==> src/rtl/ffba_pkg.sv <==
// Shared types and constants of the first-fit block allocator.
`default_nettype none
package ffba_pkg;

   localparam int unsigned PAGE_BYTES          = 4096;
   localparam int unsigned HEADER_BYTES        = 16;
   localparam int unsigned GLOBAL_HEADER_BYTES = 16;
   localparam int unsigned REGION_MAX_BYTES    = 1048576;
   localparam int unsigned MAX_BLOCKS_DEF      = 64;
   localparam int unsigned REGION_RESET        = 4096;

   localparam int unsigned SIZE_W = 21;
   localparam int unsigned OFF_W  = 20;

   typedef enum logic [1:0] {
      MODE_INIT  = 2'd0,
      MODE_ALLOC = 2'd1,
      MODE_FREE  = 2'd2,
      MODE_BAD   = 2'd3
   } mode_type;

   typedef enum logic [2:0] {
      ST_IDLE,
      ST_DISPATCH,
      ST_READ,
      ST_CHECK,
      ST_GRANT,
      ST_SPLIT,
      ST_FREE_WR
   } state_type;

   typedef struct packed {
      logic init_wr;
      logic walk_start;
      logic rd;
      logic advance;
      logic grant_wr;
      logic split_wr;
      logic free_wr;
      logic finish;
      logic fail;
   } cmd_type;

   typedef struct packed {
      mode_type mode;
      logic     ready;
      logic     init_ok;
      logic     size_zero;
      logic     hit;
      logic     last;
      logic     split;
   } stat_type;

endpackage
`default_nettype wire

==> src/rtl/first_fit_block_allocator.sv <==
// Top level of the first-fit block allocator: controller plus datapath.
//
// Channel   Direction  Handshake               Payload
// req_      in         start & !busy accepts   req_mode, req_alloc_size, req_free_offset
// rsp_      out        rsp_valid, one cycle    rsp_status, rsp_offset
// csr_      in         csr_we writes           csr_wdata (region_bytes)
//
// An item that is decided at once (init, bad mode, early failure) finishes in
// the dispatch state; otherwise the walk visits each table entry in a read
// state and a check state, and a hit adds the table write of a grant or free,
// plus a split write when a grant splits its block. Each entry needs both
// states because its next index comes from the registered read of the table.
// The result strobe comes in the cycle after the last working cycle, when busy is
// already low, so the next item may be accepted in that same cycle.
// Reset is synchronous and active high; it clears the controller, the ready flag,
// the block count and the region register (to 4096). The table needs no clearing:
// only entries below the block count are ever read. The receiver cannot stall.
`default_nettype none
module first_fit_block_allocator #(
   parameter int unsigned MAX_BLOCKS = ffba_pkg::MAX_BLOCKS_DEF
) (
   input  wire logic                         clock,
   input  wire logic                         reset,
   input  wire logic                         start,
   output logic                              busy,
   input  wire logic [1:0]                   req_mode,
   input  wire logic [ffba_pkg::SIZE_W-1:0]  req_alloc_size,
   input  wire logic [ffba_pkg::OFF_W-1:0]   req_free_offset,
   output logic                              rsp_valid,
   output logic                              rsp_status,
   output logic [ffba_pkg::OFF_W-1:0]        rsp_offset,
   input  wire logic                         csr_we,
   input  wire logic [ffba_pkg::SIZE_W-1:0]  csr_wdata
);
   import ffba_pkg::*;

   cmd_type  cmd;
   stat_type stat;
   logic     ld_req;

   // The controller sequences each item; it sees the datapath only through
   // the status struct and drives it only through the command struct and ld_req.
   ffba_ctrl u_ctrl (
      .clock  (clock),
      .reset  (reset),
      .start  (start),
      .stat   (stat),
      .busy   (busy),
      .ld_req (ld_req),
      .cmd    (cmd)
   );

   // The datapath holds the block table memory and the result registers.
   ffba_dp #(
      .MAX_BLOCKS (MAX_BLOCKS)
   ) u_dp (
      .clock           (clock),
      .reset           (reset),
      .ld_req          (ld_req),
      .req_mode        (req_mode),
      .req_alloc_size  (req_alloc_size),
      .req_free_offset (req_free_offset),
      .csr_we          (csr_we),
      .csr_wdata       (csr_wdata),
      .cmd             (cmd),
      .stat            (stat),
      .rsp_valid       (rsp_valid),
      .rsp_status      (rsp_status),
      .rsp_offset      (rsp_offset)
   );

   // A result is only shown once the controller has gone back to idle.
   a_rsp_idle: assert property (@(posedge clock) disable iff (reset)
      rsp_valid |-> !busy)
      else $error("result shown while busy");

   // No item completes in the cycle right after its acceptance.
   a_no_instant: assert property (@(posedge clock) disable iff (reset)
      (start && !busy) |=> !rsp_valid)
      else $error("result too early");

   // A failing item always reports offset zero.
   a_fail_zero: assert property (@(posedge clock) disable iff (reset)
      (rsp_valid && rsp_status) |-> (rsp_offset == '0))
      else $error("failure with nonzero offset");

   // A split is always directly preceded by the grant write.
   a_split_after_grant: assert property (@(posedge clock) disable iff (reset)
      cmd.split_wr |-> $past(cmd.grant_wr))
      else $error("split without grant");

endmodule
`default_nettype wire

==> src/rtl/ffba_dp.sv <==
// Datapath of the allocator: request registers, block table memory and result registers.
`default_nettype none
module ffba_dp #(
   parameter int unsigned MAX_BLOCKS = ffba_pkg::MAX_BLOCKS_DEF
) (
   input  wire logic                          clock,
   input  wire logic                          reset,
   input  wire logic                          ld_req,
   input  wire logic [1:0]                    req_mode,
   input  wire logic [ffba_pkg::SIZE_W-1:0]   req_alloc_size,
   input  wire logic [ffba_pkg::OFF_W-1:0]    req_free_offset,
   input  wire logic                          csr_we,
   input  wire logic [ffba_pkg::SIZE_W-1:0]   csr_wdata,
   input  wire ffba_pkg::cmd_type             cmd,
   output ffba_pkg::stat_type                 stat,
   output logic                               rsp_valid,
   output logic                               rsp_status,
   output logic [ffba_pkg::OFF_W-1:0]         rsp_offset
);
   import ffba_pkg::*;

   localparam int unsigned IDX_W = (MAX_BLOCKS > 1) ? $clog2(MAX_BLOCKS) : 1;
   localparam int unsigned CNT_W = $clog2(MAX_BLOCKS + 1);

   logic [1:0]        mode_ff;
   logic [SIZE_W-1:0] size_ff;
   logic [OFF_W-1:0]  off_ff;
   logic [SIZE_W-1:0] region_ff;
   logic              ready_ff;
   logic [CNT_W-1:0]  count_ff;
   logic [IDX_W-1:0]  idx_ff;
   logic [CNT_W-1:0]  step_ff;

   logic [OFF_W-1:0]  ent_start_ff;
   logic [OFF_W-1:0]  ent_bytes_ff;
   logic              ent_taken_ff;
   logic [IDX_W-1:0]  ent_link_ff;

   logic [OFF_W-1:0]  mem_start [MAX_BLOCKS];
   logic [OFF_W-1:0]  mem_bytes [MAX_BLOCKS];
   logic              mem_taken [MAX_BLOCKS];
   logic [IDX_W-1:0]  mem_link  [MAX_BLOCKS];

   logic              rsp_valid_ff, rsp_status_ff;
   logic [OFF_W-1:0]  rsp_offset_ff;

   logic [SIZE_W-1:0] rounded;
   logic [SIZE_W-1:0] surplus;
   logic [SIZE_W-1:0] hdr_start;
   logic              we;
   logic [IDX_W-1:0]  wa;
   logic [OFF_W-1:0]  wd_start, wd_bytes;
   logic              wd_taken;
   logic [IDX_W-1:0]  wd_link;
   logic [IDX_W-1:0]  count_idx;

   // Round the region size up to whole pages.
   assign rounded   = (region_ff + SIZE_W'(PAGE_BYTES - 1)) & ~SIZE_W'(PAGE_BYTES - 1);
   assign surplus   = {1'b0, ent_bytes_ff} - size_ff;
   assign hdr_start = {1'b0, ent_start_ff} + SIZE_W'(HEADER_BYTES);
   assign count_idx = count_ff[IDX_W-1:0];

   always_comb begin
      stat.mode      = mode_type'(mode_ff);
      stat.ready     = ready_ff;
      stat.init_ok   = !ready_ff && (region_ff != '0)
                       && (region_ff <= SIZE_W'(REGION_MAX_BYTES))
                       && (rounded > SIZE_W'(GLOBAL_HEADER_BYTES + HEADER_BYTES));
      stat.size_zero = (size_ff == '0);
      if (mode_ff == MODE_ALLOC) begin
         stat.hit = !ent_taken_ff && ({1'b0, ent_bytes_ff} >= size_ff);
      end else begin
         stat.hit = ent_taken_ff && (hdr_start == {1'b0, off_ff});
      end
      stat.last  = ((step_ff + CNT_W'(1)) == count_ff);
      stat.split = (surplus > SIZE_W'(HEADER_BYTES)) && (count_ff < CNT_W'(MAX_BLOCKS));
   end

   // Table write port: one entry per cycle.
   always_comb begin
      we       = 1'b0;
      wa       = idx_ff;
      wd_start = ent_start_ff;
      wd_bytes = ent_bytes_ff;
      wd_taken = ent_taken_ff;
      wd_link  = ent_link_ff;
      if (cmd.init_wr) begin
         we       = 1'b1;
         wa       = '0;
         wd_start = OFF_W'(GLOBAL_HEADER_BYTES);
         wd_bytes = OFF_W'(rounded - SIZE_W'(GLOBAL_HEADER_BYTES + HEADER_BYTES));
         wd_taken = 1'b0;
         wd_link  = '0;
      end else if (cmd.grant_wr) begin
         we       = 1'b1;
         wd_bytes = size_ff[OFF_W-1:0];
         wd_taken = 1'b1;
         if (stat.split) begin
            wd_link = count_idx;
         end
      end else if (cmd.split_wr) begin
         we       = 1'b1;
         wa       = count_idx;
         wd_start = OFF_W'(hdr_start + size_ff);
         wd_bytes = OFF_W'(surplus - SIZE_W'(HEADER_BYTES));
         wd_taken = 1'b0;
      end else if (cmd.free_wr) begin
         we       = 1'b1;
         wd_taken = 1'b0;
      end
   end

   always_ff @(posedge clock) begin
      if (we) begin
         mem_start[wa] <= wd_start;
         mem_bytes[wa] <= wd_bytes;
         mem_taken[wa] <= wd_taken;
         mem_link[wa]  <= wd_link;
      end
   end

   always_ff @(posedge clock) begin
      if (cmd.rd) begin
         ent_start_ff <= mem_start[idx_ff];
         ent_bytes_ff <= mem_bytes[idx_ff];
         ent_taken_ff <= mem_taken[idx_ff];
         ent_link_ff  <= mem_link[idx_ff];
      end
   end

   always_ff @(posedge clock) begin
      if (ld_req) begin
         mode_ff <= req_mode;
         size_ff <= req_alloc_size;
         off_ff  <= req_free_offset;
      end
      if (cmd.walk_start) begin
         idx_ff  <= '0;
         step_ff <= '0;
      end else if (cmd.advance) begin
         idx_ff  <= ent_link_ff;
         step_ff <= step_ff + CNT_W'(1);
      end
      rsp_status_ff <= cmd.fail;
      if (!cmd.fail && mode_ff == MODE_ALLOC) begin
         rsp_offset_ff <= hdr_start[OFF_W-1:0];
      end else begin
         rsp_offset_ff <= '0;
      end
   end

   always_ff @(posedge clock) begin
      if (reset) begin
         region_ff    <= SIZE_W'(REGION_RESET);
         ready_ff     <= 1'b0;
         count_ff     <= '0;
         rsp_valid_ff <= 1'b0;
      end else begin
         if (csr_we) begin
            region_ff <= csr_wdata;
         end
         if (cmd.init_wr) begin
            ready_ff <= 1'b1;
            count_ff <= CNT_W'(1);
         end else if (cmd.split_wr) begin
            count_ff <= count_ff + CNT_W'(1);
         end
         rsp_valid_ff <= cmd.finish;
      end
   end

   assign rsp_valid  = rsp_valid_ff;
   assign rsp_status = rsp_status_ff;
   assign rsp_offset = rsp_offset_ff;

endmodule
`default_nettype wire

==> src/rtl/ffba_ctrl.sv <==
// Controller state machine of the allocator.
`default_nettype none
module ffba_ctrl (
   input  wire logic               clock,
   input  wire logic               reset,
   input  wire logic               start,
   input  wire ffba_pkg::stat_type stat,
   output logic                    busy,
   output logic                    ld_req,
   output ffba_pkg::cmd_type       cmd
);
   import ffba_pkg::*;

   state_type state_ff, state_in;

   always_ff @(posedge clock) begin
      if (reset) begin
         state_ff <= ST_IDLE;
      end else begin
         state_ff <= state_in;
      end
   end

   always_comb begin
      state_in = state_ff;
      case (state_ff)
         ST_IDLE: begin
            if (start) state_in = ST_DISPATCH;
         end
         ST_DISPATCH: begin
            state_in = ST_IDLE;
            if (stat.mode == MODE_ALLOC && stat.ready && !stat.size_zero) begin
               state_in = ST_READ;
            end
            if (stat.mode == MODE_FREE && stat.ready) begin
               state_in = ST_READ;
            end
         end
         ST_READ: state_in = ST_CHECK;
         ST_CHECK: begin
            if (stat.hit) begin
               state_in = (stat.mode == MODE_ALLOC) ? ST_GRANT : ST_FREE_WR;
            end else if (stat.last) begin
               state_in = ST_IDLE;
            end else begin
               state_in = ST_READ;
            end
         end
         ST_GRANT:   state_in = stat.split ? ST_SPLIT : ST_IDLE;
         ST_SPLIT:   state_in = ST_IDLE;
         ST_FREE_WR: state_in = ST_IDLE;
         default:    state_in = ST_IDLE;
      endcase
   end

   always_comb begin
      cmd    = '0;
      ld_req = 1'b0;
      busy   = (state_ff != ST_IDLE);
      case (state_ff)
         ST_IDLE: ld_req = start;
         ST_DISPATCH: begin
            case (stat.mode)
               MODE_INIT: begin
                  cmd.init_wr = stat.init_ok;
                  cmd.finish  = 1'b1;
                  cmd.fail    = !stat.init_ok;
               end
               MODE_ALLOC: begin
                  if (stat.ready && !stat.size_zero) begin
                     cmd.walk_start = 1'b1;
                  end else begin
                     cmd.finish = 1'b1;
                     cmd.fail   = 1'b1;
                  end
               end
               MODE_FREE: begin
                  if (stat.ready) begin
                     cmd.walk_start = 1'b1;
                  end else begin
                     cmd.finish = 1'b1;
                     cmd.fail   = 1'b1;
                  end
               end
               default: begin
                  cmd.finish = 1'b1;
                  cmd.fail   = 1'b1;
               end
            endcase
         end
         ST_READ: cmd.rd = 1'b1;
         ST_CHECK: begin
            if (!stat.hit) begin
               if (stat.last) begin
                  cmd.finish = 1'b1;
                  cmd.fail   = 1'b1;
               end else begin
                  cmd.advance = 1'b1;
               end
            end
         end
         ST_GRANT: begin
            cmd.grant_wr = 1'b1;
            cmd.finish   = !stat.split;
         end
         ST_SPLIT: begin
            cmd.split_wr = 1'b1;
            cmd.finish   = 1'b1;
         end
         ST_FREE_WR: begin
            cmd.free_wr = 1'b1;
            cmd.finish  = 1'b1;
         end
         default: cmd = '0;
      endcase
   end

endmodule
`default_nettype wire

==> config.mk <==
export PLATFORM = sky130hd
export DESIGN_NAME = first_fit_block_allocator
export DESIGN_NICKNAME = d
export VERILOG_FILES = /design/src/rtl/ffba_pkg.sv /design/src/rtl/first_fit_block_allocator.sv /design/src/rtl/ffba_dp.sv /design/src/rtl/ffba_ctrl.sv
export SDC_FILE = /design/constraint.sdc
export NUM_CORES = 2
export LEC_CHECK = 0
export BUFFER_PORTS_ARGS = -buffer_cell sky130_fd_sc_hd__buf_2
export CORE_MARGIN = 10
export CORE_UTILIZATION = 45
export CTS_BUF_LIST = sky130_fd_sc_hd__clkbuf_8
export CTS_CLUSTER_DIAMETER = 40
export DETAILED_ROUTE_END_ITERATION = 8
export HOLD_SLACK_MARGIN = 0.02
export PLACE_DENSITY = 0.58
export SETUP_SLACK_MARGIN = 0.4
export SLEW_MARGIN = 20
export SYNTH_ARGS = -nofsm -noshare
export SYNTH_HDL_FRONTEND = slang
export SYNTH_HIERARCHICAL = 1
export SYNTH_SLANG_ARGS = --single-unit
export TNS_END_PERCENT = 10
==> constraint.sdc <==
create_clock -name clock -period 6.3 [get_ports clock]
set_input_delay 0.315 -clock clock [delete_from_list [all_inputs] [get_ports clock]]
set_output_delay 0.315 -clock clock [all_outputs]
set_load 0.02 [all_outputs]
After elaboration in Yosys (flattened, before gate mapping)
Memory sizes are Yosys's and may differ from the RTL's. A register that Yosys moved wholly into a read port is not among the register bits.
Index checks and enable logic that the tools add are counted.
Storage, ports and cells
  register bits after elaboration: 110
  bits in writable memories: 3008
  output and inout port bits: 23
  logic and storage cells: 119
  memories kept: 4
Memory list
  u_dp.mem_bytes: words 64, width 20, rd ports 1, clocked after Yosys merged registers in 1, write ports 1, RTL line ffba_dp.sv:40  | logic [OFF_W-1:0] mem_bytes [MAX_BLOCKS];
  u_dp.mem_start: words 64, width 20, rd ports 1, clocked after Yosys merged registers in 1, write ports 1, RTL line ffba_dp.sv:39  | logic [OFF_W-1:0] mem_start [MAX_BLOCKS];
  u_dp.mem_link: words 64, width 6, rd ports 1, clocked after Yosys merged registers in 1, write ports 1, RTL line ffba_dp.sv:42  | logic [IDX_W-1:0] mem_link [MAX_BLOCKS];
  u_dp.mem_taken: words 64, width 1, rd ports 1, clocked after Yosys merged registers in 1, write ports 1, RTL line ffba_dp.sv:41  | logic mem_taken [MAX_BLOCKS];
Cells by class
  add/sub/neg operators: 8
  order comparisons: 5
  equal/unequal tests: 11
  muxes and demuxes: 53
  reduce and logical (&&, ||, !) cells: 25
Operators by type and width (number)
  $mux W20: 6
  $mux W6: 6
  $mux W1: 24
  $add A20 B5 Y21 const B: 1
  $add A21 B12 Y21 const B: 1
  $eq A21 B20 Y1: 1
  $ge A20 B21 Y1: 1
  $gt A21 B5 Y1 const B: 1
  $gt A21 B6 Y1 const B: 1
  $le A21 B21 Y1 const B: 1
  $logic_not A21 Y1: 1
  $reduce_bool A21 Y1: 1
  $sub A20 B21 Y21: 1
  $add A20 B20 Y20: 1
  $sub A20 B5 Y20 const B: 1
  $sub A20 B6 Y20 const B: 1
  $mux W2: 9
  $pmux W3 S5: 1
  $add A7 B1 Y7 const B: 2
  $logic_and A1 B1 Y1: 11
  $eq A3 B3 Y1 const B: 3
  $mux W3: 3
  $eq A7 B7 Y1: 1
  $lt A7 B7 Y1 const B: 1
  14 further kinds: 22

Logic depth before layout (Yosys ltp)
  depth after elaboration: 9
  depth in mapped cells: 19
  depth with buffers taken out: 17

Hierarchy
Netlist, hierarchy kept.
By module, submodules not included
  ffba_dp: instances 1, cells an instance 5355, area each 123453.4 um^2
  ffba_ctrl: instances 1, cells an instance 53, area each 395.4 um^2

Worst setup path after synthesis
Ideal clock, no wire load.
  path type: flip-flop to flip-flop
  start: register u_dp.ent_bytes_ff[0], read port of u_dp.mem_bytes
  end: memory u_dp.mem_bytes[0][19], data pin
  data arrival time: 5.442 ns
  slack: 0.117 ns
  stages on the path, launching flop included: 14
  clock period less this slack: 6.183 ns
  cell sequence: edfxtp_1 > inv_1 > ha_1 > inv_1 > fa_1 > a21o_1 > a22oi_4 > a21oi_1 > xnor2_1 > o211ai_2 > nor4_4 > and4_2 > xnor2_1 > a221oi_1
On the way
  longest elaborated chain between the ends: 5
RTL lines
  from (decl): RTL line ffba_dp.sv:35  | logic [OFF_W-1:0] ent_bytes_ff;
  $sub A20 B21 Y21: RTL line ffba_dp.sv:59  | assign surplus = {1'b0, ent_bytes_ff} - size_ff;
  $sub A20 B5 Y20: RTL line ffba_dp.sv:105  | wd_bytes = OFF_W'(surplus - SIZE_W'(HEADER_BYTES));
  $mux W20: RTL line ffba_dp.sv:101  | end else if (cmd.split_wr) begin
  $mux W20: RTL line ffba_dp.sv:94  | end else if (cmd.grant_wr) begin
  $mux W20: RTL line ffba_dp.sv:87  | if (cmd.init_wr) begin
  named net u_dp.wd_bytes[19]: RTL line ffba_dp.sv:52  | logic [OFF_W-1:0] wd_start, wd_bytes;
  to (decl): RTL line ffba_dp.sv:40
The timed path passes the listed nets, and every way through them passes these cells.

Worst setup path in the final report
  start: register u_dp.size_ff[1]
  end: memory u_dp/mem_link[35][0] (netlist bit), data pin
On the way
  longest elaborated chain between the ends: 6
RTL lines
  from (decl): RTL line ffba_dp.sv:26  | logic [SIZE_W-1:0] size_ff;
  from (signal assigned): RTL line ffba_dp.sv:134  | size_ff <= req_alloc_size;
  $sub A20 B21 Y21: RTL line ffba_dp.sv:59
  $gt A21 B5 Y1: RTL line ffba_dp.sv:76  | stat.split = (surplus > SIZE_W'(HEADER_BYTES)) && (count_ff < CNT_W'(MAX_BLOCKS));
  $logic_and A1 B1 Y1: RTL line ffba_dp.sv:76
  $mux W6: RTL line ffba_dp.sv:98  | if (stat.split) begin
  $mux W6: RTL line ffba_dp.sv:94
  $mux W6: RTL line ffba_dp.sv:87
  named net u_dp.wd_link[0]: RTL line ffba_dp.sv:54  | logic [IDX_W-1:0] wd_link;
  to (decl): RTL line ffba_dp.sv:42
The timed path passes the listed nets, and every way through them passes these cells.

==> metrics.txt <==
GPL Wtd Cong 0.8293; hpwl dp 199900 µm; setup tns final 0 ns; worst vdd ir 0.1644 mV; final std cells w/o fill 10170; RSZ-0062 raised after global routing no; NetSw 9201 µW; data required time of the critical path 7.10 ns; post-layout util 52.16%; clock sinks 3165; CTS buffer count 539; clock tree buffer depth 4; Multi-input gate area 29130 µm²; Final nets 6300; Die X 544.6 µm; Logic pwr share 3.6%; I/O pin count 91; max frequency 0.1970 GHz; type of origin of the critical path flop; P_leak 0.04409 µW; area grow syn2layout 15.35%; clk_skew 0.1125 ns; Worst-path clk slew 0.07 ns; final-report setup violation count 0; crit share post-route 80.56%; Max-Cap Viols 0; Hold Path Stages 2; vias in the first global route 63310; Root Buffer clkbuf_8; Worst-Skew Late Latency 1.07 ns; total iterations of the first detailed-routing run 5; total grt overflow 0; syn_nets 5527; placed cell count 9058; initial antenna violation count 27; DR DRC count 0; # H-tree levels 6; xor/xnor cell area share of the yosys netlist 0.7547%; EDFF count, synth 3098; drt via density 6.114; Worst Setup SP u_dp/size_ff[1]; Post-CTS Hold Buffers 171; largest family of logic cells by synthesized area multiplexers; final instance area 142900 µm²; sequential power share 55.5%; end of the worst hold path u_dp/size_ff[1]; Power Internal 32300 µW; post-synthesis compound-gate area fraction 1.265%; die extent in y 544.6 µm; sequential share of the synthesized area 76.20%; Arr. time, crit path 5.87 ns; status completed; Top FF cell, synth edfxtp_1; peak fanout along the critical path 34; Slew @ Worst Pin 1.144 ns; clock share of power 40.9%; HP Class primary input to flop; pin count of the biggest net entering global routing 122; Worst Hold Launch req_alloc_size[1]; pwr dens 290.5 nW/µm²; Distinct cells, synth 97; DRT iter0 DRCs 7613; Sequential Area 94390 µm²; Post-CTS Resized 0; Synth Area in Adders 0.5274%; switching share of power 22.17%; RR Endpoint u_dp/mem_link[35][0]; IO buf count 90; Fillers 21160; reg2reg setup slack 1.22 ns; Site Rows 192; Hold Vio Cnt, Final 0; YS warnings 6; Routed Wire Length 349200 µm; CTS tree done; GRT Overall Usage 23.35%; commonest cells after routing, fill and taps aside 3098 x edfxtp_1, 969 x mux4_2, 551 x clkbuf_8; DP Area 131400 µm²; ratio of cells with drive above 1 in the final layout 32.72%; CP Capture Type flop; postcts setup bufs 0; mux share of post-synthesis cell area 18.26%; syn avg cell area 22.90 µm²; core area 273900 µm²; Die ar. 296600 µm²; Slew headroom 23.70%; R2R cell count 14; commonest non-fill, non-tap cell in the layout edfxtp_1; reg-to-reg critical path startpoint u_dp/size_ff[1]; critical path start-end classification flop to flop; #FFs+latches synth 3165; Routed WL per cell 34.35 µm; Synth async-reset ratio 0%; initial core utilization 45.22%; Final min period 5.075 ns; pins over their slew limit 0; antenna viol nets, final 0; Synth Instances 5408; first-pass GRT wire length 492600 µm; post-synth design cell area 123800 µm²; Simple-Gate Fraction of Synth Area 1.929%; via count 62160
## per-layer routing
| layer | up-vias | track usage [%] | wire, µm |
|---|---|---|---|
| met2 | 3191 | 36.09 | 163100 |
| li1 | 24610 | - | - |
| met5 | - | 0 | 47 |
| met4 | 8 | 6.666 | 9929 |
| met3 | 589 | 4.797 | 32940 |
| met1 | 33760 | 34.02 | 143200 |
## synthesized netlist by cell type, types with 6 or more instances
| cell | number | area share, % |
|---|---|---|
| a211o_1 | 7 | 0.050 |
| a211oi_1 | 14 | 0.085 |
| a21o_1 | 15 | 0.091 |
| a21oi_1 | 68 | 0.27 |
| and2_1 | 9 | 0.045 |
| and3_1 | 12 | 0.061 |
| buf_1 | 74 | 0.22 |
| buf_2 | 25 | 0.10 |
| clkbuf_1 | 166 | 0.50 |
| dfxtp_1 | 67 | 1.1 |
| edfxtp_1 | 3098 | 75 |
| ha_1 | 49 | 0.50 |
| inv_1 | 50 | 0.15 |
| mux2_2 | 19 | 0.17 |
| mux2i_1 | 58 | 0.47 |
| mux4_2 | 969 | 18 |
| nand2_1 | 107 | 0.32 |
| nand2b_1 | 21 | 0.11 |
| nand3_1 | 31 | 0.13 |
| nand3b_1 | 12 | 0.073 |
| nand4_1 | 12 | 0.061 |
| nor2_1 | 178 | 0.54 |
| nor2b_1 | 17 | 0.086 |
| nor3_1 | 26 | 0.11 |
| nor4_1 | 12 | 0.061 |
| o211ai_1 | 6 | 0.036 |
| o21a_1 | 6 | 0.036 |
| o21ai_0 | 52 | 0.21 |
| o21ai_1 | 6 | 0.024 |
| or2_2 | 6 | 0.030 |
| or3_1 | 11 | 0.056 |
| xnor2_1 | 58 | 0.41 |
| xor2_1 | 45 | 0.32 |
## worst max-delay path by stage
stage | endpoint | cells past startpoint
6_report | u_dp/mem_link[35][0] | 14
5_1_grt | u_dp/mem_link[35][0] | 14
4_1_cts | u_dp/mem_link[34][0] | 14
3_5_place_dp | u_dp/mem_link[33][0] | 14
3_3_place_gp | u_dp/mem_bytes[59][13] | 12
2_1_floorplan | u_dp/mem_bytes[0][17] | 13
## power groups by stage
stage / clock network, µW / registers (µW) / logic [µW]
after floorplan: 0 / 23400 / 871
after global placement: 0 / 23500 / 1400
after detailed placement: 0 / 23500 / 1410
after CTS: 17300 / 23000 / 1510
after global routing: 18300 / 23000 / 1590
final: 17000 / 23000 / 1510
## logic make-up after synthesis
group,count (synthesis)
buffers and inverters,326
AOI/OAI and AO/OA,229
DFF,3165
muxes,1046
adders and majority gates,51
and+or+nand+nor,486
xor gates and xnor gates,105
## sequential cells by signal, indices dropped and copies added (netlist names), 21 cells and up
signal	flops
u_dp/mem_bytes	1280
u_dp/mem_link	384
u_dp/mem_start	1280
u_dp/mem_taken	64
u_dp/region_ff	21
u_dp/size_ff	21
## stage by stage
step	worst slack, ns	hold slack, ns	power [µW]
detailed placement	1.376	0.4892	24860
floorplan	0.2383	0.4139	24300
global placement	1.401	0.4890	24850
global route	0.9753	0.1503	42920
CTS	1.331	0.1386	41850
finish	1.225	0.2305	41510
## final cells by class
| cell class | count | share of cell area [%] |
|---|---|---|
| Sequential cell | 3165 | 66.07 |
| Multi-Input combinational cell | 1917 | 20.39 |
| Clock buffer | 551 | 5.308 |
| Timing Repair Buffer | 506 | 3.440 |
| Tap cell | 3589 | 3.143 |
| Clock inverter | 382 | 1.495 |
| Inverter | 52 | 0.1366 |
| Antenna cell | 5 | 0.008758 |
## critical path, stage by stage (launching register included)
cell      delay [ns]
edfxtp_1        0.47
inv_1           0.19
ha_1            0.27
nor2b_4         0.14
o31ai_2         0.34
a211oi_2        0.15
o21a_4          0.24
o31a_1          0.35
o21a_1          0.20
o21ai_0         0.25
o31a_1          0.25
o311a_1         0.20
buf_4           0.31
mux2i_4         0.91
buf_4           0.46
Note: power is estimated with default switching activity, not from simulation.
